## config.mk

```make
export PLATFORM = sky130hd
export DESIGN_NAME = text_line_statistics_unit
export DESIGN_NICKNAME = d
export VERILOG_FILES = /design/src/rtl/tls_pkg.sv /design/src/rtl/text_line_statistics_unit.sv
export VERILOG_INCLUDE_DIRS = /design/src /design/src/rtl
export SDC_FILE = /design/constraint.sdc
export NUM_CORES = 2
export LEC_CHECK = 0
export BUFFER_PORTS_ARGS = -buffer_cell sky130_fd_sc_hd__buf_2
export CAP_MARGIN = 10
export CORE_ASPECT_RATIO = 2
export CORE_MARGIN = 2
export CORE_UTILIZATION = 45
export DETAILED_ROUTE_END_ITERATION = 10
export PLACE_DENSITY_LB_ADDON = 0.15
export SLEW_MARGIN = 20
export SYNTH_ARGS = -nofsm -noshare
export SYNTH_HDL_FRONTEND = slang
export SYNTH_SLANG_ARGS = --single-unit
```

## constraint.sdc

```tcl
create_clock -name clock -period 87.7 [get_ports clock]
set_clock_uncertainty 0.1 [all_clocks]
set_input_delay 17.54 -clock clock [delete_from_list [all_inputs] [get_ports clock]]
set_output_delay 17.54 -clock clock [all_outputs]
set_load 0.02 [all_outputs]
```

## src/rtl/text_line_statistics_unit_assert.svh

```systemverilog
// Assertion macros for the text line statistics unit.
// Included by the RTL files that carry concurrent assertions; no other dependencies.
`ifndef TEXT_LINE_STATISTICS_UNIT_ASSERT_SVH
`define TEXT_LINE_STATISTICS_UNIT_ASSERT_SVH

`ifndef SYNTHESIS

// Same-cycle implication, disabled during reset.
`define TLS_ASSERT_SAME(label, clk, rst, ante, cons, msg) \
   label: assert property (@(posedge clk) disable iff (rst) (ante) |-> (cons)) \
      else $error(msg);

// Next-cycle implication, disabled during reset.
`define TLS_ASSERT_NEXT(label, clk, rst, ante, cons, msg) \
   label: assert property (@(posedge clk) disable iff (rst) (ante) |=> (cons)) \
      else $error(msg);

`else

`define TLS_ASSERT_SAME(label, clk, rst, ante, cons, msg)
`define TLS_ASSERT_NEXT(label, clk, rst, ante, cons, msg)

`endif

`endif

```

## src/rtl/tls_pkg.sv

```systemverilog
// Shared constants for the text line statistics unit.
// No dependencies; used by text_line_statistics_unit.
`timescale 1ns / 1ps

package tls_pkg;

   // Default counter widths.
   localparam int COUNT_BITS_DEFAULT = 48;
   localparam int WIDTH_BITS_DEFAULT = 32;

   // The file count is always this wide.
   localparam int FILES_BITS = 32;

   // Request codes on req_type.
   localparam logic REQ_BYTE = 1'b0;
   localparam logic REQ_EOF  = 1'b1;

   // Line terminator.
   localparam logic [7:0] NEWLINE_CODE = 8'h0A;

endpackage

```

## src/rtl/text_line_statistics_unit.sv

```systemverilog
// Text line statistics unit: per-file and running byte and line counts.
// Depends on tls_pkg and text_line_statistics_unit_assert.svh.
`timescale 1ns / 1ps
`include "text_line_statistics_unit_assert.svh"

// Usage
// The request channel carries one beat per text byte (req_type = REQ_BYTE) or
// an end-of-file marker (req_type = REQ_EOF). Byte beats produce no response.
// Each end-of-file beat produces one response beat holding the statistics of
// the file just ended and the running totals over all ended files; the
// per-file counters then restart at zero.
// Throughput is one request beat per cycle while req_stall is low. Each byte
// updates the counters in the cycle it is accepted; the response to an end of
// file is registered and presented from the response register.
// A second response register catches a result when the receiver stalls, so
// requests keep flowing; req_stall rises only while both response registers
// are full and falls once the receiver takes a beat.
// A synchronous reset clears all counters and totals, sets the smallest file
// size to all ones and empties both response registers. All counters
// saturate at the top of their widths.
module text_line_statistics_unit #(
   parameter int COUNT_BITS = tls_pkg::COUNT_BITS_DEFAULT,
   parameter int WIDTH_BITS = tls_pkg::WIDTH_BITS_DEFAULT
) (
   input  logic                           clock,
   input  logic                           reset,
   // Request channel
   input  logic                           req_valid,
   output logic                           req_stall,
   input  logic                           req_type,
   input  logic [7:0]                     req_data_byte,
   // Response channel
   output logic                           rsp_valid,
   input  logic                           rsp_stall,
   output logic [COUNT_BITS-1:0]          rsp_file_bytes,
   output logic [COUNT_BITS-1:0]          rsp_file_lines,
   output logic [COUNT_BITS-1:0]          rsp_file_nonempty_lines,
   output logic [WIDTH_BITS-1:0]          rsp_file_max_line_width,
   output logic [tls_pkg::FILES_BITS-1:0] rsp_total_files,
   output logic [COUNT_BITS-1:0]          rsp_total_bytes,
   output logic [COUNT_BITS-1:0]          rsp_total_lines,
   output logic [COUNT_BITS-1:0]          rsp_total_nonempty_lines,
   output logic [COUNT_BITS-1:0]          rsp_most_file_lines,
   output logic [COUNT_BITS-1:0]          rsp_least_file_bytes,
   output logic [COUNT_BITS-1:0]          rsp_most_file_bytes
);

   localparam int FB = tls_pkg::FILES_BITS;

   // One response beat as it is held in the output registers. Empty-line
   // counts are kept and turned into non-empty counts at the ports.
   typedef struct packed {
      logic [COUNT_BITS-1:0] file_bytes;
      logic [COUNT_BITS-1:0] file_lines;
      logic [COUNT_BITS-1:0] file_empty;
      logic [WIDTH_BITS-1:0] file_max;
      logic [FB-1:0]         files;
      logic [COUNT_BITS-1:0] sum_bytes;
      logic [COUNT_BITS-1:0] sum_lines;
      logic [COUNT_BITS-1:0] sum_empty;
      logic [COUNT_BITS-1:0] peak_lines;
      logic [COUNT_BITS-1:0] low_size;
      logic [COUNT_BITS-1:0] high_size;
   } result_type;

   // Per-file state. Line count and widest line already include an open,
   // unterminated line, so an end of file needs no extra fold.
   logic [COUNT_BITS-1:0] cur_bytes_ff, cur_bytes_in;
   logic [COUNT_BITS-1:0] cur_lines_ff, cur_lines_in;
   logic [COUNT_BITS-1:0] cur_empty_ff, cur_empty_in;
   logic [WIDTH_BITS-1:0] cur_line_len_ff, cur_line_len_in;
   logic [WIDTH_BITS-1:0] cur_max_len_ff, cur_max_len_in;

   // Running totals.
   logic [FB-1:0]         sum_files_ff, sum_files_in;
   logic [COUNT_BITS-1:0] sum_bytes_ff, sum_bytes_in;
   logic [COUNT_BITS-1:0] sum_lines_ff, sum_lines_in;
   logic [COUNT_BITS-1:0] sum_empty_ff, sum_empty_in;
   logic [COUNT_BITS-1:0] peak_lines_ff, peak_lines_in;
   logic [COUNT_BITS-1:0] low_size_ff, low_size_in;
   logic [COUNT_BITS-1:0] high_size_ff, high_size_in;

   // Response and skid registers.
   logic       rsp_valid_ff, rsp_valid_in;
   logic       skid_valid_ff, skid_valid_in;
   result_type out_ff, out_in;
   result_type skid_ff, skid_in;
   result_type result;

   logic accept, byte_beat, eof_beat, is_newline, line_open;
   logic out_free;
   logic [WIDTH_BITS-1:0] len_inc;
   logic [COUNT_BITS:0]   bytes_sum, lines_sum, empty_sum;

   // Handshake decode.
   assign req_stall  = skid_valid_ff;
   assign accept     = req_valid && !req_stall;
   assign byte_beat  = accept && (req_type == tls_pkg::REQ_BYTE);
   assign eof_beat   = accept && (req_type == tls_pkg::REQ_EOF);
   assign is_newline = (req_data_byte == tls_pkg::NEWLINE_CODE);
   assign line_open  = (cur_line_len_ff != '0);

   // Saturating increment of the current line length.
   assign len_inc = (cur_line_len_ff == '1) ? cur_line_len_ff
                                            : cur_line_len_ff + WIDTH_BITS'(1);

   // Per-file counter updates. A byte at the start of a line opens a line,
   // whether it is a newline (empty line) or not.
   always_comb begin
      cur_bytes_in    = cur_bytes_ff;
      cur_lines_in    = cur_lines_ff;
      cur_empty_in    = cur_empty_ff;
      cur_line_len_in = cur_line_len_ff;
      cur_max_len_in  = cur_max_len_ff;
      if (eof_beat) begin
         cur_bytes_in    = '0;
         cur_lines_in    = '0;
         cur_empty_in    = '0;
         cur_line_len_in = '0;
         cur_max_len_in  = '0;
      end else if (byte_beat) begin
         if (cur_bytes_ff != '1) begin
            cur_bytes_in = cur_bytes_ff + COUNT_BITS'(1);
         end
         if (!line_open && (cur_lines_ff != '1)) begin
            cur_lines_in = cur_lines_ff + COUNT_BITS'(1);
         end
         if (is_newline) begin
            cur_line_len_in = '0;
            if (!line_open && (cur_empty_ff != '1)) begin
               cur_empty_in = cur_empty_ff + COUNT_BITS'(1);
            end
         end else begin
            cur_line_len_in = len_inc;
            if (cur_line_len_ff >= cur_max_len_ff) begin
               cur_max_len_in = len_inc;
            end
         end
      end
   end

   // Running totals, updated at each end of file.
   assign bytes_sum = {1'b0, sum_bytes_ff} + {1'b0, cur_bytes_ff};
   assign lines_sum = {1'b0, sum_lines_ff} + {1'b0, cur_lines_ff};
   assign empty_sum = {1'b0, sum_empty_ff} + {1'b0, cur_empty_ff};

   always_comb begin
      sum_files_in  = sum_files_ff;
      sum_bytes_in  = sum_bytes_ff;
      sum_lines_in  = sum_lines_ff;
      sum_empty_in  = sum_empty_ff;
      peak_lines_in = peak_lines_ff;
      low_size_in   = low_size_ff;
      high_size_in  = high_size_ff;
      if (eof_beat) begin
         if (sum_files_ff != '1) begin
            sum_files_in = sum_files_ff + FB'(1);
         end
         sum_bytes_in = bytes_sum[COUNT_BITS] ? '1 : bytes_sum[COUNT_BITS-1:0];
         sum_lines_in = lines_sum[COUNT_BITS] ? '1 : lines_sum[COUNT_BITS-1:0];
         sum_empty_in = empty_sum[COUNT_BITS] ? '1 : empty_sum[COUNT_BITS-1:0];
         if (cur_lines_ff > peak_lines_ff) begin
            peak_lines_in = cur_lines_ff;
         end
         if (cur_bytes_ff < low_size_ff) begin
            low_size_in = cur_bytes_ff;
         end
         if (cur_bytes_ff > high_size_ff) begin
            high_size_in = cur_bytes_ff;
         end
      end
   end

   // Result of the end-of-file beat in flight.
   always_comb begin
      result.file_bytes = cur_bytes_ff;
      result.file_lines = cur_lines_ff;
      result.file_empty = cur_empty_ff;
      result.file_max   = cur_max_len_ff;
      result.files      = sum_files_in;
      result.sum_bytes  = sum_bytes_in;
      result.sum_lines  = sum_lines_in;
      result.sum_empty  = sum_empty_in;
      result.peak_lines = peak_lines_in;
      result.low_size   = low_size_in;
      result.high_size  = high_size_in;
   end

   // Response register with a skid stage behind it.
   assign out_free = !rsp_valid_ff || !rsp_stall;

   always_comb begin
      rsp_valid_in  = rsp_valid_ff;
      skid_valid_in = skid_valid_ff;
      out_in        = out_ff;
      skid_in       = skid_ff;
      if (out_free) begin
         if (skid_valid_ff) begin
            out_in        = skid_ff;
            rsp_valid_in  = 1'b1;
            skid_valid_in = 1'b0;
         end else if (eof_beat) begin
            out_in       = result;
            rsp_valid_in = 1'b1;
         end else begin
            rsp_valid_in = 1'b0;
         end
      end else if (eof_beat) begin
         skid_in       = result;
         skid_valid_in = 1'b1;
      end
   end

   // Control and statistics registers.
   always_ff @(posedge clock) begin
      if (reset) begin
         cur_bytes_ff    <= '0;
         cur_lines_ff    <= '0;
         cur_empty_ff    <= '0;
         cur_line_len_ff <= '0;
         cur_max_len_ff  <= '0;
         sum_files_ff    <= '0;
         sum_bytes_ff    <= '0;
         sum_lines_ff    <= '0;
         sum_empty_ff    <= '0;
         peak_lines_ff   <= '0;
         low_size_ff     <= '1;
         high_size_ff    <= '0;
         rsp_valid_ff    <= 1'b0;
         skid_valid_ff   <= 1'b0;
      end else begin
         cur_bytes_ff    <= cur_bytes_in;
         cur_lines_ff    <= cur_lines_in;
         cur_empty_ff    <= cur_empty_in;
         cur_line_len_ff <= cur_line_len_in;
         cur_max_len_ff  <= cur_max_len_in;
         sum_files_ff    <= sum_files_in;
         sum_bytes_ff    <= sum_bytes_in;
         sum_lines_ff    <= sum_lines_in;
         sum_empty_ff    <= sum_empty_in;
         peak_lines_ff   <= peak_lines_in;
         low_size_ff     <= low_size_in;
         high_size_ff    <= high_size_in;
         rsp_valid_ff    <= rsp_valid_in;
         skid_valid_ff   <= skid_valid_in;
      end
   end

   // Response payload registers need no reset.
   always_ff @(posedge clock) begin
      out_ff  <= out_in;
      skid_ff <= skid_in;
   end

   // Output ports. Non-empty counts are lines minus empty lines, floored at zero.
   assign rsp_valid               = rsp_valid_ff;
   assign rsp_file_bytes          = out_ff.file_bytes;
   assign rsp_file_lines          = out_ff.file_lines;
   assign rsp_file_nonempty_lines = (out_ff.file_lines > out_ff.file_empty)
                                  ? out_ff.file_lines - out_ff.file_empty : '0;
   assign rsp_file_max_line_width = out_ff.file_max;
   assign rsp_total_files         = out_ff.files;
   assign rsp_total_bytes         = out_ff.sum_bytes;
   assign rsp_total_lines         = out_ff.sum_lines;
   assign rsp_total_nonempty_lines = (out_ff.sum_lines > out_ff.sum_empty)
                                   ? out_ff.sum_lines - out_ff.sum_empty : '0;
   assign rsp_most_file_lines     = out_ff.peak_lines;
   assign rsp_least_file_bytes    = out_ff.low_size;
   assign rsp_most_file_bytes     = out_ff.high_size;

   // The skid register is only ever filled behind a full response register.
   `TLS_ASSERT_SAME(a_skid_behind_out, clock, reset, skid_valid_ff, rsp_valid_ff, "skid full while response register empty")

   // An end of file that meets a stalled response must land in the skid register.
   `TLS_ASSERT_NEXT(a_eof_to_skid, clock, reset, eof_beat && rsp_valid_ff && rsp_stall, skid_valid_ff, "stalled end-of-file result was dropped")

   // Per-file counters restart after every end of file.
   `TLS_ASSERT_NEXT(a_file_cleared, clock, reset, eof_beat, (cur_bytes_ff == '0) && (cur_lines_ff == '0) && (cur_line_len_ff == '0), "per-file counters not cleared")

   // The widest line always covers the open line.
   `TLS_ASSERT_SAME(a_max_covers_open, clock, reset, line_open, cur_max_len_ff >= cur_line_len_ff, "open line wider than recorded maximum")

   // Once a file has ended, the smallest size cannot exceed the largest.
   `TLS_ASSERT_SAME(a_size_order, clock, reset, sum_files_ff != '0, low_size_ff <= high_size_ff, "smallest file size above largest")

endmodule
```

==> summary.md <==
| Metric | Value |
|---|---|
| Status | `completed` |
| Die area | `0.1804 mm2` |
| Largest buffer count on any clock path | `4` |
| Vias in the first global route | `54160` |
| Arrival time at the worst endpoint | `5.14 ns` |
| Slew margin rel. | `26.66%` |
| VDD IR max | `0.01767 mV` |
| Starting Density | `45.23%` |
| Ys flop type | `edfxtp_1` |
| WL met2 | `122200 um` |
| # IOs | `511` |
| Number of synthesized flops with an enable pin | `992` |
| DP Worst Slack | `64.88 ns` |
| Fin nets | `7855` |
| Routed via count | `54290` |
| Row count | `218` |
| Synth Area in Compound Gates | `12.33%` |
| R2r endpoint | `rsp_file_bytes[3]` |
| Core area | `0.1759 mm2` |
| Max-slew violations | `0` |
| DRT Pass-1 Iters | `6` |
| Clk sink count | `1522` |
| CTS root buf | `clkbuf_16` |
| Adder-cell share of the synthesized area | `6.745%` |
| Share of post-route cells with drive strength above 1 | `18.74%` |
| Power density over the cells | `18.71 mW/mm2` |
| Worst r2r path cells | `8` |
| Most flops, register | `skid_ff` |
| Yosys top cell by area | `edfxtp_1` |
| CTS buffer count | `148` |
| Initial antenna violation count | `12` |
| FFs w/ async S/R, synth | `0%` |
| Startpoint types | `flip-flop` |
| Share of the synthesized area in the top cell type | `37.43%` |
| Post-synth cell types | `106` |
| Worst-path fanout max | `37` |
| Gr ovfl total | `0` |
| Fillcell total | `16240` |
| Max layer used | `met5` |
| Minimum clock period after layout | `22.78 ns` |
| RSZ-0062 raised after global routing | `no` |
| First-pass GRT wire length | `343800 um` |
| Final setup margin | `64.92 ns` |
| Syn. warnings | `0` |
| Commonest cells post-synth | `992 x edfxtp_1, 585 x nor2_1, 530 x dfxtp_1, 506 x nand2_1, 497 x inv_1` |
| Setup TNS | `0 ns` |
| Most frequent cell after synthesis | `edfxtp_1` |
| Max reg flops | `496` |
| WL met3 | `9022 um` |
| WL per Instance | `23.84 um` |
| Cell Area, Placed | `0.08150 mm2` |
| Maxcap violations | `0` |
| Die extent in x | `301.4 um` |
| Clock latency on the worst-skew pair | `0.78 ns` |
| Post-DRT Antenna Nets | `0` |
| M1 WL | `87150 um` |
| Hold path start | `cur_max_len_ff[7]` |
| Post-CTS Setup Inserts | `0` |
| Residual DRC | `0` |
| Post-synthesis sequential area ratio | `50.76%` |
| Hold Path End | `skid_ff[327]` |
| WP data required | `70.06 ns` |
| Simple-gate area share of the yosys netlist | `11.50%` |
| Reg-to-reg slack, setup | `81.92 ns` |
| Post-CTS Hold Fix Bufs | `0` |
| Number of buffers added on ports | `510` |
| Fin area | `0.08622 mm2` |
| Hold_ws | `0.3350 ns` |
| Post-synthesis mux area share | `6.680%` |
| Final setup vio count | `0` |
| Die H | `598.7 um` |
| Fin. Hold Viols | `0` |
| Area Overhead vs Synth | `8.342%` |
| Post-Synth XOR/XNOR Area | `4.270%` |
| Vias/cell | `5.519` |
| Avg Inst Size Synth | `10.81 um2` |
| Netlist Area Pre-Place | `0.07958 mm2` |
| H-tree depth | `4` |
| WS Path Type | `flip-flop to output pin` |
| Post_cts resized | `0` |
| R2R Path Start | `req_stall` |
| Dpl hpwl | `174500 um` |
| TritonCTS clock tree | `done` |
| Hold path cells | `0` |
| DRT iter0 DRCs | `3523` |
| Final Cycle Share | `25.98%` |
| Biggest regs | `skid_ff x496, out_ff x96` |
| Highest clock rate | `43.89 MHz` |
| Clock transition at path regs | `0.07 ns` |
| P_leak | `35.02 nW` |
| Mapped Nets | `7804` |
| Synth top area cells | `edfxtp_1 37%, dfxtp_1 13%, ha_1 6.6%, mux2_2 6.1%, buf_4 3.8%` |
| Gpl congestion | `0.9618` |
| Largest net degree at the start of global routing | `145` |
| Synthesized instance count | `7365` |
| Seq cells post-synth | `1522` |
| Measured slew at the worst slew-check pin | `1.090 ns` |
| Gr usage total | `25.38%` |
| Critical Path Sink Type | `output pin` |
| Total routed wirelength | `234500 um` |
| Largest family of logic cells by synthesized area | `compound AO/OA/AOI/OAI gates` |
| Total power draw | `1.613 mW` |
| Hold/Removal Path Class | `flip-flop to flip-flop` |
worst max path at each step:
stage	startpoint	slack [ns]	to	cells past startpoint
after CTS	rsp_file_lines[0]	64.50	rsp_file_nonempty_lines[47]	15
after floorplan	req_type	43.73	out_ff[144]	5
after detailed placement	req_type	64.88	skid_ff[54]	8
final	rsp_file_lines[0]	64.92	rsp_file_nonempty_lines[41]	16
after global routing	rsp_file_lines[0]	64.74	rsp_file_nonempty_lines[41]	16
after global placement	req_type	64.90	skid_ff[454]	8
final cells by class:
type / count / area, um2 / area share [%]
diodes: 2 / 5.005 / 0.005805
clock inverters: 68 / 648.1 / 0.7517
well taps: 2310 / 2890 / 3.352
inverters: 498 / 1869 / 2.168
repair buffers: 590 / 3208 / 3.721
multi-input cells: 4656 / 33170 / 38.47
clock buffers: 191 / 4030 / 4.674
flip-flops and latches: 1522 / 40400 / 46.86
cell families after synthesis:
family / count (synthesis)
and+or+nand+nor: 1902
DFF: 1522
AOI/OAI and AO/OA: 1463
buffers and inverters: 1187
muxes: 477
adders and majority gates: 426
xor gates and xnor gates: 388
per-stage QoR:
step | utilization, % | cells
final | 49.01 | 9837
after global routing | 49.01 | 9836
after CTS | 48.99 | 9834
after detailed placement | 46.33 | 9575
after global placement | 46.33 | 9575
after floorplan | - | 7365
worst max-delay path, cell delays in order, from the launching register on:
cell	delay, ns
edfxtp_1	0.39
inv_1	0.07
ha_1	0.16
inv_1	0.05
fa_1	0.40
a21oi_1	0.20
o21ai_0	0.18
a211oi_1	0.57
a22oi_1	0.28
o21ai_1	0.51
or2_2	0.23
o21a_1	0.17
o21bai_1	0.19
o21ai_4	0.41
buf_16	0.24
nor2_1	0.06
buf_2	0.23
power breakdown:
part | switching [mW] | leakage (nW) | internal [mW]
Clock | 0.281 | 2.29 | 0.356
Combinational | 0.117 | 19.5 | 0.0584
Sequential | 0.0139 | 13.2 | 0.787
Total | 0.412 | 35.0 | 1.20
per-layer routing:
layer  vias to the layer above  track usage [%]
met2                      1440            47.00
li1                      25960                -
met4                         4            15.08
met3                       472            2.819
met1                     26420            27.52
met5                         -                0
cell usage in the layout, fill, tap and decap left out, types with 172 or more instances in the layout:
cell type  Yosys  final
ha_1         421    421
xor2_1       172    172
nand2_1      506    506
a21oi_1      365    364
a21o_1       194    194
xnor2_1      216    216
dfxtp_1      530    529
nor2_1       585    580
o21ai_0      323    322
buf_2         36    509
mux2_2       433    433
inv_1        497    497
edfxtp_1     992    992
Power figures use the tool's default switching activity.
